### config.mk
export PLATFORM = sky130hd
export DESIGN_NAME = softmax_cross_entropy_row
export DESIGN_NICKNAME = d
export VERILOG_FILES = /design/src/sce_pkg.sv /design/src/sce_divider.sv /design/src/sce_datapath.sv /design/src/sce_ctrl.sv /design/src/softmax_cross_entropy_row.sv
export SDC_FILE = /design/constraint.sdc
export NUM_CORES = 2
export LEC_CHECK = 0
export BUFFER_PORTS_ARGS = -buffer_cell sky130_fd_sc_hd__buf_2
export CAP_MARGIN = 20
export CORE_MARGIN = 1.5
export CORE_UTILIZATION = 45
export CTS_CLUSTER_SIZE = 16
export DETAILED_ROUTE_END_ITERATION = 10
export GPL_TIMING_DRIVEN = 0
export PLACE_DENSITY = 0.71
export SLEW_MARGIN = 10
export SYNTH_ARGS = -nofsm -noshare
export SYNTH_HDL_FRONTEND = slang
export SYNTH_SLANG_ARGS = --single-unit
### constraint.sdc
create_clock -name clk -period 14.88 [get_ports clk]
set_input_delay 4.464 -clock clk [delete_from_list [all_inputs] [get_ports clk]]
set_output_delay 4.464 -clock clk [all_outputs]
set_load 0.02 [all_outputs]
### src/sce_pkg.sv
// Shared constants, types and exp tables for the softmax cross-entropy row block.
// No dependencies.
`default_nettype none
package sce_pkg;
    localparam int MaxClassesDefault = 64;
    localparam int LogitW = 16;
    localparam int LabelW = 6;
    localparam int ProbW = 17;
    localparam int GradW = 18;
    localparam int CountW = 7;
    localparam int BatchW = 16;
    localparam int SumW = 27;
    localparam logic [0:0] RegClassCount = 1'b0;
    localparam logic [0:0] RegBatchSize = 1'b1;

    typedef struct packed {
        logic load;      // store one logit word
        logic first;     // first word of the row
        logic clr_row;   // reset row state
        logic exp_issue; // read one stored logit for exp
        logic exp_acc;   // accumulate exp result
        logic div_start; // start divide for one class
        logic grad_start;
        logic emit;
    } sce_cmd_t;

    typedef struct packed {
        logic div_done;
        logic grad_done;
    } sce_sts_t;

    function automatic logic [16:0] exp_int(input logic [3:0] n);
        case (n)
            4'd0: exp_int = 17'd65536;
            4'd1: exp_int = 17'd24109;
            4'd2: exp_int = 17'd8869;
            4'd3: exp_int = 17'd3263;
            4'd4: exp_int = 17'd1200;
            4'd5: exp_int = 17'd442;
            4'd6: exp_int = 17'd162;
            4'd7: exp_int = 17'd60;
            4'd8: exp_int = 17'd22;
            4'd9: exp_int = 17'd8;
            4'd10: exp_int = 17'd3;
            4'd11: exp_int = 17'd1;
            default: exp_int = 17'd0;
        endcase
    endfunction

    function automatic logic [16:0] exp_hi(input logic [3:0] h);
        case (h)
            4'd0: exp_hi = 17'd65536;
            4'd1: exp_hi = 17'd61565;
            4'd2: exp_hi = 17'd57835;
            4'd3: exp_hi = 17'd54331;
            4'd4: exp_hi = 17'd51039;
            4'd5: exp_hi = 17'd47947;
            4'd6: exp_hi = 17'd45042;
            4'd7: exp_hi = 17'd42313;
            4'd8: exp_hi = 17'd39750;
            4'd9: exp_hi = 17'd37341;
            4'd10: exp_hi = 17'd35079;
            4'd11: exp_hi = 17'd32954;
            4'd12: exp_hi = 17'd30957;
            4'd13: exp_hi = 17'd29081;
            4'd14: exp_hi = 17'd27319;
            default: exp_hi = 17'd25664;
        endcase
    endfunction

    function automatic logic [16:0] exp_lo(input logic [3:0] l);
        case (l)
            4'd0: exp_lo = 17'd65536;
            4'd1: exp_lo = 17'd65280;
            4'd2: exp_lo = 17'd65026;
            4'd3: exp_lo = 17'd64772;
            4'd4: exp_lo = 17'd64520;
            4'd5: exp_lo = 17'd64268;
            4'd6: exp_lo = 17'd64018;
            4'd7: exp_lo = 17'd63768;
            4'd8: exp_lo = 17'd63520;
            4'd9: exp_lo = 17'd63272;
            4'd10: exp_lo = 17'd63025;
            4'd11: exp_lo = 17'd62780;
            4'd12: exp_lo = 17'd62535;
            4'd13: exp_lo = 17'd62291;
            4'd14: exp_lo = 17'd62048;
            default: exp_lo = 17'd61806;
        endcase
    endfunction
endpackage
`default_nettype wire

### src/sce_divider.sv
// Restoring radix-2 divider, one quotient bit per cycle.
// Does not use sce_pkg; self-contained.
`default_nettype none
module sce_divider #(
    parameter int NumW = 44,
    parameter int DenW = 27
) (
    input  wire logic            clk,
    input  wire logic            rst_n,
    input  wire logic            start,
    input  wire logic [NumW-1:0] numer,
    input  wire logic [DenW-1:0] denom,
    output logic                 done,
    output logic [NumW-1:0]      quot
);
    localparam int CntW = $clog2(NumW + 1);
    logic [NumW-1:0] q_reg;
    logic [DenW:0]   r_reg;
    logic [DenW-1:0] d_reg;
    logic [CntW-1:0] cnt_reg;
    logic            run_reg;
    logic            done_reg;
    logic [DenW:0]   trial;
    logic            ge;

    always_comb
    begin
        trial = {r_reg[DenW-1:0], q_reg[NumW-1]};
        ge = trial >= {1'b0, d_reg};
    end

    always_ff @(posedge clk or negedge rst_n)
    begin
        if (!rst_n)
        begin
            run_reg <= 1'b0;
            done_reg <= 1'b0;
            cnt_reg <= '0;
        end
        else
        begin
            done_reg <= 1'b0;
            if (start)
            begin
                run_reg <= 1'b1;
                cnt_reg <= CntW'(NumW);
            end
            else if (run_reg)
            begin
                cnt_reg <= cnt_reg - 1'b1;
                if (cnt_reg == CntW'(1))
                begin
                    run_reg <= 1'b0;
                    done_reg <= 1'b1;
                end
            end
        end
    end

    always_ff @(posedge clk)
    begin
        if (start)
        begin
            q_reg <= numer;
            r_reg <= '0;
            d_reg <= denom;
        end
        else if (run_reg)
        begin
            q_reg <= {q_reg[NumW-2:0], ge};
            r_reg <= ge ? trial - {1'b0, d_reg} : trial;
        end
    end

    assign done = done_reg;
    assign quot = q_reg;
endmodule
`default_nettype wire

### src/sce_datapath.sv
// Datapath: logit and exp memories, running max, pipelined exp, dividers, result register.
// Depends on sce_pkg and sce_divider.
`default_nettype none
module sce_datapath
    import sce_pkg::*;
#(
    parameter int MaxClasses = MaxClassesDefault
) (
    input  wire logic                          clk,
    input  wire logic                          rst_n,
    input  wire sce_cmd_t                      cmd,
    input  wire logic [$clog2(MaxClasses)-1:0] wr_idx,
    input  wire logic [$clog2(MaxClasses)-1:0] rd_idx,
    input  wire logic [$clog2(MaxClasses)-1:0] acc_idx,
    input  wire logic                          last_res,
    input  wire logic [CountW-1:0]             res_count,
    input  wire logic signed [LogitW-1:0]      logit,
    input  wire logic [LabelW-1:0]             class_label,
    input  wire logic [BatchW-1:0]             batch_size,
    output sce_sts_t                           sts,
    output logic                               valid,
    output logic [LabelW-1:0]                  class_index,
    output logic [ProbW-1:0]                   probability,
    output logic signed [GradW-1:0]            gradient,
    output logic                               last_of_row
);
    localparam int IdxW = $clog2(MaxClasses);
    localparam int ResW = $clog2(MaxClasses + 1);

    logic signed [LogitW-1:0] logit_mem [MaxClasses];
    logic [ProbW-1:0]         exp_mem [MaxClasses];
    logic signed [LogitW-1:0] max_reg;
    logic [SumW-1:0]          sum_reg;
    logic [LabelW-1:0]        label_reg;

    logic signed [LogitW-1:0] rd_logit_reg;
    logic [15:0]              t_reg;
    logic [16:0]              lo_reg;
    logic                     zero_reg;
    logic [33:0]              e1_prod_reg;
    logic [16:0]              e1;
    logic [33:0]              e2_prod;
    logic [ProbW-1:0]         e_val;
    logic [16:0]              e_rd_reg;
    logic [IdxW-1:0]          k_reg;

    // exp path: read, subtract, first multiply, second multiply (combined into store)
    always_ff @(posedge clk)
    begin
        if (cmd.load)
            logit_mem[wr_idx] <= logit;
        rd_logit_reg <= logit_mem[rd_idx];
        t_reg <= 16'(32'(max_reg) - 32'(rd_logit_reg));
        e1_prod_reg <= 34'(exp_int(t_reg[15:8] > 8'd11 ? 4'd12 : t_reg[11:8]))
                     * 34'(exp_hi(t_reg[7:4]));
        lo_reg <= exp_lo(t_reg[3:0]);
        zero_reg <= t_reg[15:8] > 8'd11;
        if (cmd.exp_acc)
            exp_mem[acc_idx] <= e_val;
        e_rd_reg <= exp_mem[rd_idx];
    end

    always_comb
    begin
        e1 = 17'((e1_prod_reg + 34'd32768) >> 16);
        e2_prod = 34'(e1) * 34'(lo_reg);
        e_val = zero_reg ? '0 : ProbW'((e2_prod + 34'd32768) >> 16);
    end

    always_ff @(posedge clk or negedge rst_n)
    begin
        if (!rst_n)
        begin
            max_reg <= 16'sh8000;
            sum_reg <= '0;
            label_reg <= '0;
        end
        else
        begin
            if (cmd.clr_row)
            begin
                max_reg <= 16'sh8000;
                sum_reg <= '0;
            end
            else
            begin
                if (cmd.load && logit > max_reg)
                    max_reg <= logit;
                if (cmd.exp_acc)
                    sum_reg <= sum_reg + SumW'(e_val);
            end
            if (cmd.load && cmd.first)
                label_reg <= class_label;
        end
    end

    // probability divide
    logic [43:0] p_num;
    logic [43:0] p_quot;
    logic        p_done;
    assign p_num = 44'({e_rd_reg, 16'd0}) + 44'(sum_reg >> 1);
    sce_divider #(.NumW(44), .DenW(SumW)) u_pdiv (
        .clk(clk), .rst_n(rst_n), .start(cmd.div_start), .numer(p_num),
        .denom(sum_reg), .done(p_done), .quot(p_quot));

    logic [ProbW-1:0] p_reg;
    logic             is_lab_reg;
    logic             is_lab;
    assign is_lab = ResW'(k_reg) == ResW'(label_reg)
                    && 32'(label_reg) < 32'(res_count);
    always_ff @(posedge clk)
    begin
        if (cmd.div_start)
            k_reg <= rd_idx;
        if (p_done)
        begin
            p_reg <= ProbW'(p_quot);
            is_lab_reg <= is_lab;
        end
    end

    // gradient divide, started straight from the probability quotient
    logic [16:0] g_num;
    logic [16:0] g_quot;
    logic        g_done;
    logic [15:0] bs;
    assign bs = (batch_size == '0) ? 16'd1 : batch_size;
    assign g_num = is_lab ? 17'(18'd65536 - 18'(p_quot[ProbW-1:0])) : p_quot[ProbW-1:0];
    sce_divider #(.NumW(17), .DenW(BatchW)) u_gdiv (
        .clk(clk), .rst_n(rst_n), .start(cmd.grad_start), .numer(g_num),
        .denom(bs), .done(g_done), .quot(g_quot));

    logic valid_reg;
    always_ff @(posedge clk or negedge rst_n)
    begin
        if (!rst_n)
            valid_reg <= 1'b0;
        else
            valid_reg <= cmd.emit;
    end

    always_ff @(posedge clk)
    begin
        if (cmd.emit)
        begin
            class_index <= LabelW'(k_reg);
            probability <= p_reg;
            gradient <= is_lab_reg ? GradW'(GradW'(0) - GradW'(g_quot)) : GradW'(g_quot);
            last_of_row <= last_res;
        end
    end

    assign valid = valid_reg;
    assign sts.div_done = p_done;
    assign sts.grad_done = g_done;
endmodule
`default_nettype wire

### src/sce_ctrl.sv
// Controller state machine: row loading, exp sweep, per-class divide and emit.
// Depends on sce_pkg.
`default_nettype none
module sce_ctrl
    import sce_pkg::*;
#(
    parameter int MaxClasses = MaxClassesDefault
) (
    input  wire logic                          clk,
    input  wire logic                          rst_n,
    input  wire logic                          start,
    input  wire logic [CountW-1:0]             class_count,
    input  wire sce_sts_t                      sts,
    output logic                               busy,
    output sce_cmd_t                           cmd,
    output logic [$clog2(MaxClasses)-1:0]      wr_idx,
    output logic [$clog2(MaxClasses)-1:0]      rd_idx,
    output logic [$clog2(MaxClasses)-1:0]      acc_idx,
    output logic                               last_res,
    output logic [CountW-1:0]                  res_count
);
    localparam int IdxW = $clog2(MaxClasses);
    localparam int CntW = $clog2(MaxClasses + 1);
    localparam int ExpLat = 3;

    typedef enum logic [2:0] {S_LOAD, S_EXP, S_DRAIN, S_RD, S_DIV, S_GRAD, S_EMIT}
        state_t;

    state_t state_reg;
    logic [CntW-1:0] cnt_reg;   // elements received
    logic [CntW-1:0] m_reg;     // row length
    logic [CntW-1:0] rd_reg;
    logic [CntW-1:0] acc_reg;
    logic [ExpLat-1:0] pipe_reg;
    logic [CntW-1:0] row_len;
    logic [CntW-1:0] idx;
    logic accept;

    always_comb
    begin
        row_len = (class_count == '0) ? CntW'(1)
                : (32'(class_count) > MaxClasses) ? CntW'(MaxClasses) : CntW'(class_count);
        idx = (32'(cnt_reg) >= MaxClasses) ? CntW'(MaxClasses - 1) : cnt_reg;
        accept = start && state_reg == S_LOAD;
        busy = state_reg != S_LOAD;
        cmd = '0;
        cmd.load = accept;
        cmd.first = idx == '0;
        cmd.exp_issue = state_reg == S_EXP;
        cmd.exp_acc = pipe_reg[ExpLat-1];
        cmd.clr_row = state_reg == S_EMIT && rd_reg + 1'b1 == m_reg;
        cmd.div_start = state_reg == S_RD;
        cmd.grad_start = state_reg == S_DIV && sts.div_done;
        cmd.emit = state_reg == S_GRAD && sts.grad_done;
        wr_idx = IdxW'(idx);
        // prefetch the next class's exp while the current word goes out
        rd_idx = IdxW'((state_reg == S_EMIT) ? rd_reg + 1'b1 : rd_reg);
        acc_idx = IdxW'(acc_reg);
        last_res = rd_reg + 1'b1 == m_reg;
        res_count = CountW'(m_reg);
    end

    always_ff @(posedge clk or negedge rst_n)
    begin
        if (!rst_n)
        begin
            state_reg <= S_LOAD;
            cnt_reg <= '0;
            m_reg <= '0;
            rd_reg <= '0;
            acc_reg <= '0;
            pipe_reg <= '0;
        end
        else
        begin
            pipe_reg <= {pipe_reg[ExpLat-2:0], state_reg == S_EXP};
            if (pipe_reg[ExpLat-1])
                acc_reg <= acc_reg + 1'b1;
            unique case (state_reg)
                S_LOAD:
                begin
                    if (accept)
                    begin
                        if (idx + 1'b1 < row_len)
                            cnt_reg <= idx + 1'b1;
                        else
                        begin
                            m_reg <= idx + 1'b1;
                            rd_reg <= '0;
                            acc_reg <= '0;
                            state_reg <= S_EXP;
                        end
                    end
                end
                S_EXP:
                begin
                    rd_reg <= rd_reg + 1'b1;
                    if (rd_reg + 1'b1 == m_reg)
                        state_reg <= S_DRAIN;
                end
                S_DRAIN:
                begin
                    rd_reg <= '0;
                    if (pipe_reg == '0)
                        state_reg <= S_RD;
                end
                S_RD: state_reg <= S_DIV;
                S_DIV: if (sts.div_done) state_reg <= S_GRAD;
                S_GRAD: if (sts.grad_done) state_reg <= S_EMIT;
                S_EMIT:
                begin
                    if (rd_reg + 1'b1 == m_reg)
                    begin
                        rd_reg <= rd_reg + 1'b1;
                        cnt_reg <= '0;
                        state_reg <= S_LOAD;
                    end
                    else
                    begin
                        rd_reg <= rd_reg + 1'b1;
                        state_reg <= S_RD;
                    end
                end
                default: state_reg <= S_LOAD;
            endcase
        end
    end

`ifndef NO_ASSERTIONS
    a_acc_le_len: assert property (@(posedge clk) disable iff (!rst_n)
        state_reg == S_RD |-> acc_reg == m_reg) else $error("exp sweep incomplete");
    a_one_div: assert property (@(posedge clk) disable iff (!rst_n)
        cmd.div_start |=> !cmd.div_start) else $error("divide restarted");
    a_emit_state: assert property (@(posedge clk) disable iff (!rst_n)
        cmd.emit |=> state_reg == S_EMIT) else $error("emit out of order");
`endif
endmodule
`default_nettype wire

### src/softmax_cross_entropy_row.sv
// Top level of the softmax cross-entropy row block.
// Depends on sce_pkg, sce_ctrl and sce_datapath.
`default_nettype none
// Load one logit word per cycle while busy is low; the row ends on the word that
// reaches class_count. busy then rises: an exp pass reads every stored logit
// through a three-stage table pipeline, and each class then gets a start step,
// a probability divide and a gradient divide, both radix-2 serial units, and an
// emit step; the next row loads only once every class is out. Each result word
// shows on the result ports for one cycle with valid high; the receiver cannot
// stall, so capture it then.
module softmax_cross_entropy_row
    import sce_pkg::*;
#(
    parameter int MaxClasses = MaxClassesDefault
) (
    input  wire logic                     clk,
    input  wire logic                     rst_n,
    input  wire logic                     start,
    output logic                          busy,
    input  wire logic signed [LogitW-1:0] logit,
    input  wire logic [LabelW-1:0]        class_label,
    input  wire logic                     cfg_we,
    input  wire logic [0:0]               cfg_index,
    input  wire logic [BatchW-1:0]        cfg_data,
    output logic                          valid,
    output logic [LabelW-1:0]             class_index,
    output logic [ProbW-1:0]              probability,
    output logic signed [GradW-1:0]       gradient,
    output logic                          last_of_row
);
    localparam int IdxW = $clog2(MaxClasses);

    logic [CountW-1:0] class_count_reg;
    logic [BatchW-1:0] batch_size_reg;

    // hold configuration
    always_ff @(posedge clk or negedge rst_n)
    begin
        if (!rst_n)
        begin
            class_count_reg <= CountW'(64);
            batch_size_reg <= BatchW'(1);
        end
        else if (cfg_we)
        begin
            unique case (cfg_index)
                RegClassCount: class_count_reg <= cfg_data[CountW-1:0];
                RegBatchSize: batch_size_reg <= cfg_data;
                default: ;
            endcase
        end
    end

    sce_cmd_t cmd;
    sce_sts_t sts;
    logic [IdxW-1:0] wr_idx, rd_idx, acc_idx;
    logic last_res;
    logic [CountW-1:0] res_count;

    sce_ctrl #(.MaxClasses(MaxClasses)) u_ctrl (
        .clk(clk), .rst_n(rst_n), .start(start), .class_count(class_count_reg),
        .sts(sts), .busy(busy), .cmd(cmd), .wr_idx(wr_idx), .rd_idx(rd_idx),
        .acc_idx(acc_idx), .last_res(last_res), .res_count(res_count));

    sce_datapath #(.MaxClasses(MaxClasses)) u_dp (
        .clk(clk), .rst_n(rst_n), .cmd(cmd), .wr_idx(wr_idx), .rd_idx(rd_idx),
        .acc_idx(acc_idx), .last_res(last_res), .res_count(res_count),
        .logit(logit), .class_label(class_label), .batch_size(batch_size_reg),
        .sts(sts), .valid(valid), .class_index(class_index),
        .probability(probability), .gradient(gradient), .last_of_row(last_of_row));
endmodule
`default_nettype wire

* Word level (Yosys, flattened, before mapping) *
Memories as Yosys holds them, arrays and structs flattened. A register that Yosys moved wholly into a read port is not among the register bits.
Cells that the tools add are included.

cells by class
  reductions and logical operators = 26
  bitwise gates (word level) = 2
  muxes and demuxes = 57
  multiply operators = 2
  order comparisons = 8
  $add $sub $neg = 14
  equal/unequal tests = 18

operators with widths
  operator                number
  $mux 44                 2
  $mux 17                 5
  $mux 7                  12
  $mux 27                 3
  $add 33x16->33 const B  2
  $mul 17x17->33          2
  $mux 16                 3
  $add 33x26->34          1
  $sub 16x16->16          2
  $ge 28x27->1            1
  $add 27x17->27          1
  $sub 27x27->27          1
  $add 7x1->7 const B     3
  $pmux 3 s7              1
  $pmux 7 s3              1
  $mux 3                  6
  $mux 6                  3
  $sub 1x17->18 const A   1
  $ge 17x16->1            1
  $sub 17x17->17 const A  1
  $gt 16x16->1            1
  $logic_not 16->1        1
  $mux 1                  16
  $logic_not 7->1         2
  30 further kinds        55

storage, ports and cells
  output and inout bits = 44
  input bits = 43
  register bits = 402
  logic and storage cells = 168
  ROM bits = 768
  bits in writable memories = 2112
  memories = 5

memories
  name             depth  bits a word  read ports  clocked after memory_dff  write ports  line                RTL
  u_dp.exp_mem     64     17           1           1                         1            sce_datapath.sv:31  logic [ProbW-1:0] exp_mem [MaxClasses];
  u_dp.logit_mem   64     16           1           1                         1            sce_datapath.sv:30  logic signed [LogitW-1:0] logit_mem [MaxClasses];
  (no name shown)  16     17           1           1                         0            sce_pkg.sv:51       case (h)
  (no name shown)  16     16           1           1                         0            sce_pkg.sv:72       case (l)
  (no name shown)  16     15           1           0                         0            sce_pkg.sv:33       case (n)

* Longest topological paths before layout *
  depth after elaboration = 7
  depth in mapped cells = 38
  gate-level depth less buffers = 37

* By module *
From an unflattened synthesis, not the netlist that was laid out.

second synthesis, totals
  cell total of the unflattened synthesis = 7306
  area total of the unflattened synthesis = 120535.6 µm²

by module, submodules not included
  module                     instances  seq. area each (µm²)  cells each  area an instance (µm²)
  sce_datapath               1          68537.0               6198        108425.2
  sce_divider (u_dp.u_pdiv)  1          2872.8                523         5744.3
  sce_divider (u_dp.u_gdiv)  1          1486.4                295         3193.1
  sce_ctrl                   1          825.8                 240         2223.4
  softmax_cross_entropy_row  1          578.1                 50          949.7

* Least setup slack after synthesis *
OpenSTA, ideal clock, no wires.

  path kind = reg-to-reg
  from = register u_dp.e1_prod_reg[21]
  to = register u_dp.sum_reg[18]
  arrival time = 11.146 ns
  required time = 14.759 ns
  period minus slack after synthesis = 11.267 ns
  cell stages (with the launch flop) = 33
  library setup time = 0.121 ns
  setup slack = 3.613 ns
  buffers on the path = 2
  path through = dfxtp_1 -> clkbuf_1 -> nand4_1 -> nor3_1 -> and3_1 -> xor2_1 -> clkbuf_1 -> nand2_1 -> fa_1 -> fa_1 -> fa_1 -> inv_1 -> fa_1 -> fa_1 -> inv_1 -> fa_1 -> inv_1 -> ha_1 -> o21a_1 -> o21ai_0 -> a21boi_0 -> o211a_1 -> a21boi_0 -> o22ai_1 -> o21ai_0 -> nor3b_1 -> ha_1 -> and3_1 -> and3_1 -> a2111oi_1 -> nor3_1 -> xnor2_1 -> nor2_1

between the ends
  word-level cells in the longest chain between the ends = 7

RTL lines
  what                      line                RTL
  start: declaration        sce_datapath.sv:40  logic [33:0] e1_prod_reg;
  start signal: assignment  sce_datapath.sv:54  e1_prod_reg <= 34'(exp_int(t_reg[15:8] > 8'd11 ? 4'd12 : t_reg[11:8]))
  $add 33x16->33            sce_datapath.sv:65  e1 = 17'((e1_prod_reg + 34'd32768) >> 16);
  $mul 17x17->33            sce_datapath.sv:66  e2_prod = 34'(e1) * 34'(lo_reg);
  $add 33x16->33            sce_datapath.sv:67  e_val = zero_reg ? '0 : ProbW'((e2_prod + 34'd32768) >> 16);
  $mux 17                   sce_datapath.sv:67
  named net u_dp.e_val[11]  sce_datapath.sv:43  logic [ProbW-1:0] e_val;
  $add 27x17->27            sce_datapath.sv:90  sum_reg <= sum_reg + SumW'(e_val);
  $mux 27                   sce_datapath.sv:89  if (cmd.exp_acc)
  $mux 27                   sce_datapath.sv:80  if (cmd.clr_row)
  end signal: assignment    sce_datapath.sv:90
  end: declaration          sce_datapath.sv:33  logic [SumW-1:0] sum_reg;

The timed path passes the listed nets, and every way through them passes these cells. The select of a mux whose other input is x is not followed.
A chain may end at the register's enable or synchronous reset.

* Final worst setup path *
Ends and elaborated chain as after synthesis.

==> flow_metrics.env <==
export IMPL_outcome="finished, final reports clean"
export IMPL_num_rows=189
export IMPL_maxSlewHeadroom_pct=12.3
export IMPL_pre_cts_slack_ns=3.40
export IMPL_yosysTopAreaCell="edfxtp_1"
export IMPL_via_count=72300
export IMPL_drt_wirelength_per_cell_um=25.8
export IMPL_portBuffers=86
export IMPL_cts_buffers=241
export IMPL_maxCapViolCount=0
export IMPL_die_area_um2=271000
export IMPL_rsz0062_at_grt="no"
export IMPL_gp_congestion=0.935
export IMPL_synth_edf_count=2282
export IMPL_ant_nets=0
export IMPL_dp_hpwl_mm=229
export IMPL_drc_errors=0
export IMPL_ctsResizeCount=0
export IMPL_finalHoldViolations=0
export IMPL_fin_ws_ns=3.62
export IMPL_wirelength_mm=320
export IMPL_regMostFlops="u_dp.exp_mem"
export IMPL_worst_pin_slew_ns=1.31
export IMPL_grt_ovfl_total=0
export IMPL_ys_warn_count=0
export IMPL_antenna_found_initial=21
export IMPL_ir_drop_v=0.000126
export IMPL_arrival_ns=12.02
export IMPL_path_clk_slew_ns=0.06
export IMPL_clkLatencyLatePin_ns=0.92
export IMPL_synth_nets=8925
export IMPL_yosysMostFrequentCell="edfxtp_1"
export IMPL_post_drt_via_cell_ratio=5.85
export IMPL_drv_slew=0
export IMPL_io_pins=87
export IMPL_drt_pass1_iterations=8
export IMPL_grt_max_degree=72
export IMPL_layout_worst_path_cycle_share_pct=75.6
export IMPL_synthTopCellsByCount="edfxtp_1 (2282), nand2_1 (982), inv_1 (731), mux4_2 (528), ha_1 (401)"
export IMPL_total_power_w=0.0233
export IMPL_grt_pass1_vias=73100
export IMPL_syn_avg_cell_area_um2=14.9
export IMPL_core_area_um2=266000
export IMPL_postLayoutCellArea_um2=137000
export IMPL_setup_viol_count_final=0
export IMPL_crit_required_ns=15.65
export IMPL_holdCritPathClass="reg2reg"
export IMPL_largest_register_ffs=1088
export IMPL_clock_skew_final_ns=0.117
export IMPL_synth_cell_types=80
export IMPL_netlist_instances=8091
export IMPL_grt_total_usage_pct=23.4
export IMPL_crit_top_cell="fa_1"
export IMPL_final_core_util_pct=51.5
export IMPL_critPathCaptureType="register"
export IMPL_dpl_cell_area_um2=129000
export IMPL_finalCriticalPeriod_ns=11.26
export IMPL_crit_slowest_cell="nor2_4"
export IMPL_async_flop_share_pct=4.76
export IMPL_path_max_fanout=30
export IMPL_cp_start_kind="register"
export IMPL_hold_buffers=0
export IMPL_cts_tree="yes"
export IMPL_fmaxAchievable_mhz=88.8
export IMPL_ys_ff_latch=2540
export IMPL_drt_iter0_drc=8844
export IMPL_clockBufferDepth=3
export IMPL_postCtsSetupBuffers=0
export IMPL_critPathTopFamily="adder cells"
export IMPL_synth_top_area_share_pct=56.8
export IMPL_drive_gt1_share_pct=17.4
export IMPL_htreeDepth=4
export IMPL_syn_cell_area_um2=121000
export IMPL_fin_nets=9453
export IMPL_cp_num_buf_inv=6
export IMPL_critPathKind="reg2reg"
export IMPL_die_height_um=521
export IMPL_start_util_pct=45.4
export IMPL_cts_sinks=2540
export IMPL_p_per_area_nw_per_um2=170
export IMPL_cts_root_buf="clkbuf_16"
export IMPL_synth_seq_area_share_pct=61.6
export IMPL_fp_dieW_um=521
export IMPL_synthFlopType="edfxtp_1"
export IMPL_leakagePower_nw=50.6
export IMPL_critPathMaxStageDelay_ns=0.78
export IMPL_ys_top_cells_by_area="edfxtp_1 (57%), mux4_2 (9.9%), fa_1 (6.5%)"
export IMPL_grt_pass1_wl_mm=471
export IMPL_syn2layout_area_growth_pct=13.5
## final cells by class
class	count	area, µm²
diodes	10	25.0
clock inverters	144	1540
inverters	733	2750
plain buffers	408	1900
fillers	21200	129000
flip-flops and latches	2540	74300
clock buffers	304	6410
well taps	3533	4420
multi-input cells	4410	42300
repair buffers	285	3390
## where the power goes
group          switching (W)  total (W)  leakage, nW  internal (W)
Sequential          0.000373    0.00875         23.4       0.00837
Combinational        0.00518    0.00836         23.3       0.00318
Clock                0.00272    0.00619         3.86       0.00347
Total                0.00826     0.0233         50.6        0.0150
## metal layers
| layer | global-route usage [%] | vias to the layer above | share of wire [%] |
|---|---|---|---|
| met3 | 5.06 | 716 | 11 |
| li1 | - | 30600 | - |
| met5 | 0 | - | 0.025 |
| met2 | 37.4 | 4103 | 47 |
| met4 | 9.83 | 12 | 4.6 |
| met1 | 31.0 | 36900 | 38 |
## layout by cell type, fill, tap and decap left out, drive strengths merged, types with 46 or more instances in the layout
cell type	count
a21oi	157
a21o	53
a311oi	103
and2	233
clkbuf	570
nor3	46
fa	390
clkinv	103
and3	142
xor2	87
nand2	982
xnor2	123
mux2i	51
ha	401
dfxtp	137
dfrtp	118
mux4	528
buf	427
edfxtp	2282
nor2	339
o21ai	167
inv	739
nand3	177
## worst register-to-register path, delay by kind of cell (launching register included)
family	cells	cell delay (ns)
AND/OR/NAND/NOR	9	2.28
XOR/XNOR	3	0.82
AO/OA/AOI/OAI	8	2.80
buffers and inverters	6	1.24
adder cells (fa/ha/maj)	8	3.77
flip-flops	1	0.30
## path summary, 6_finish.rpt
check,end,cells after the start,slack (ns),startpoint
min reg2reg,u_ctrl.pipe_reg[2],0,0.38,u_ctrl.pipe_reg[1]
min in group asynchronous,u_ctrl.acc_reg[4],1,3.58,rst_n
max in group asynchronous,u_dp.max_reg[15],2,10.34,rst_n
max,u_dp.sum_reg[18],34,3.62,u_dp.e1_prod_reg[21]
min,u_ctrl.pipe_reg[2],0,0.38,u_ctrl.pipe_reg[1]
max reg2reg,u_dp.sum_reg[18],34,3.62,u_dp.e1_prod_reg[21]
## metrics by stage
stage / hold WS (ns) / instances / TNS (ns)
CTS: 0.385 / 12300 / 0
global placement: 0.371 / 11700 / -171.83
detailed placement: 0.370 / 11900 / 0
global route: 0.398 / 12400 / 0
floorplan: 0.356 / 8091 / 0
finish: 0.384 / 12400 / 0
## cell families after synthesis
group,share of synthesized area (%)
muxes,10.7
xor gates and xnor gates,1.55
AOI/OAI and AO/OA,3.83
adders and majority gates,10.6
buffers and inverters,3.85
DFF,61.6
and+or+nand+nor,7.93
No activity file was read; power rests on OpenSTA's default activity.
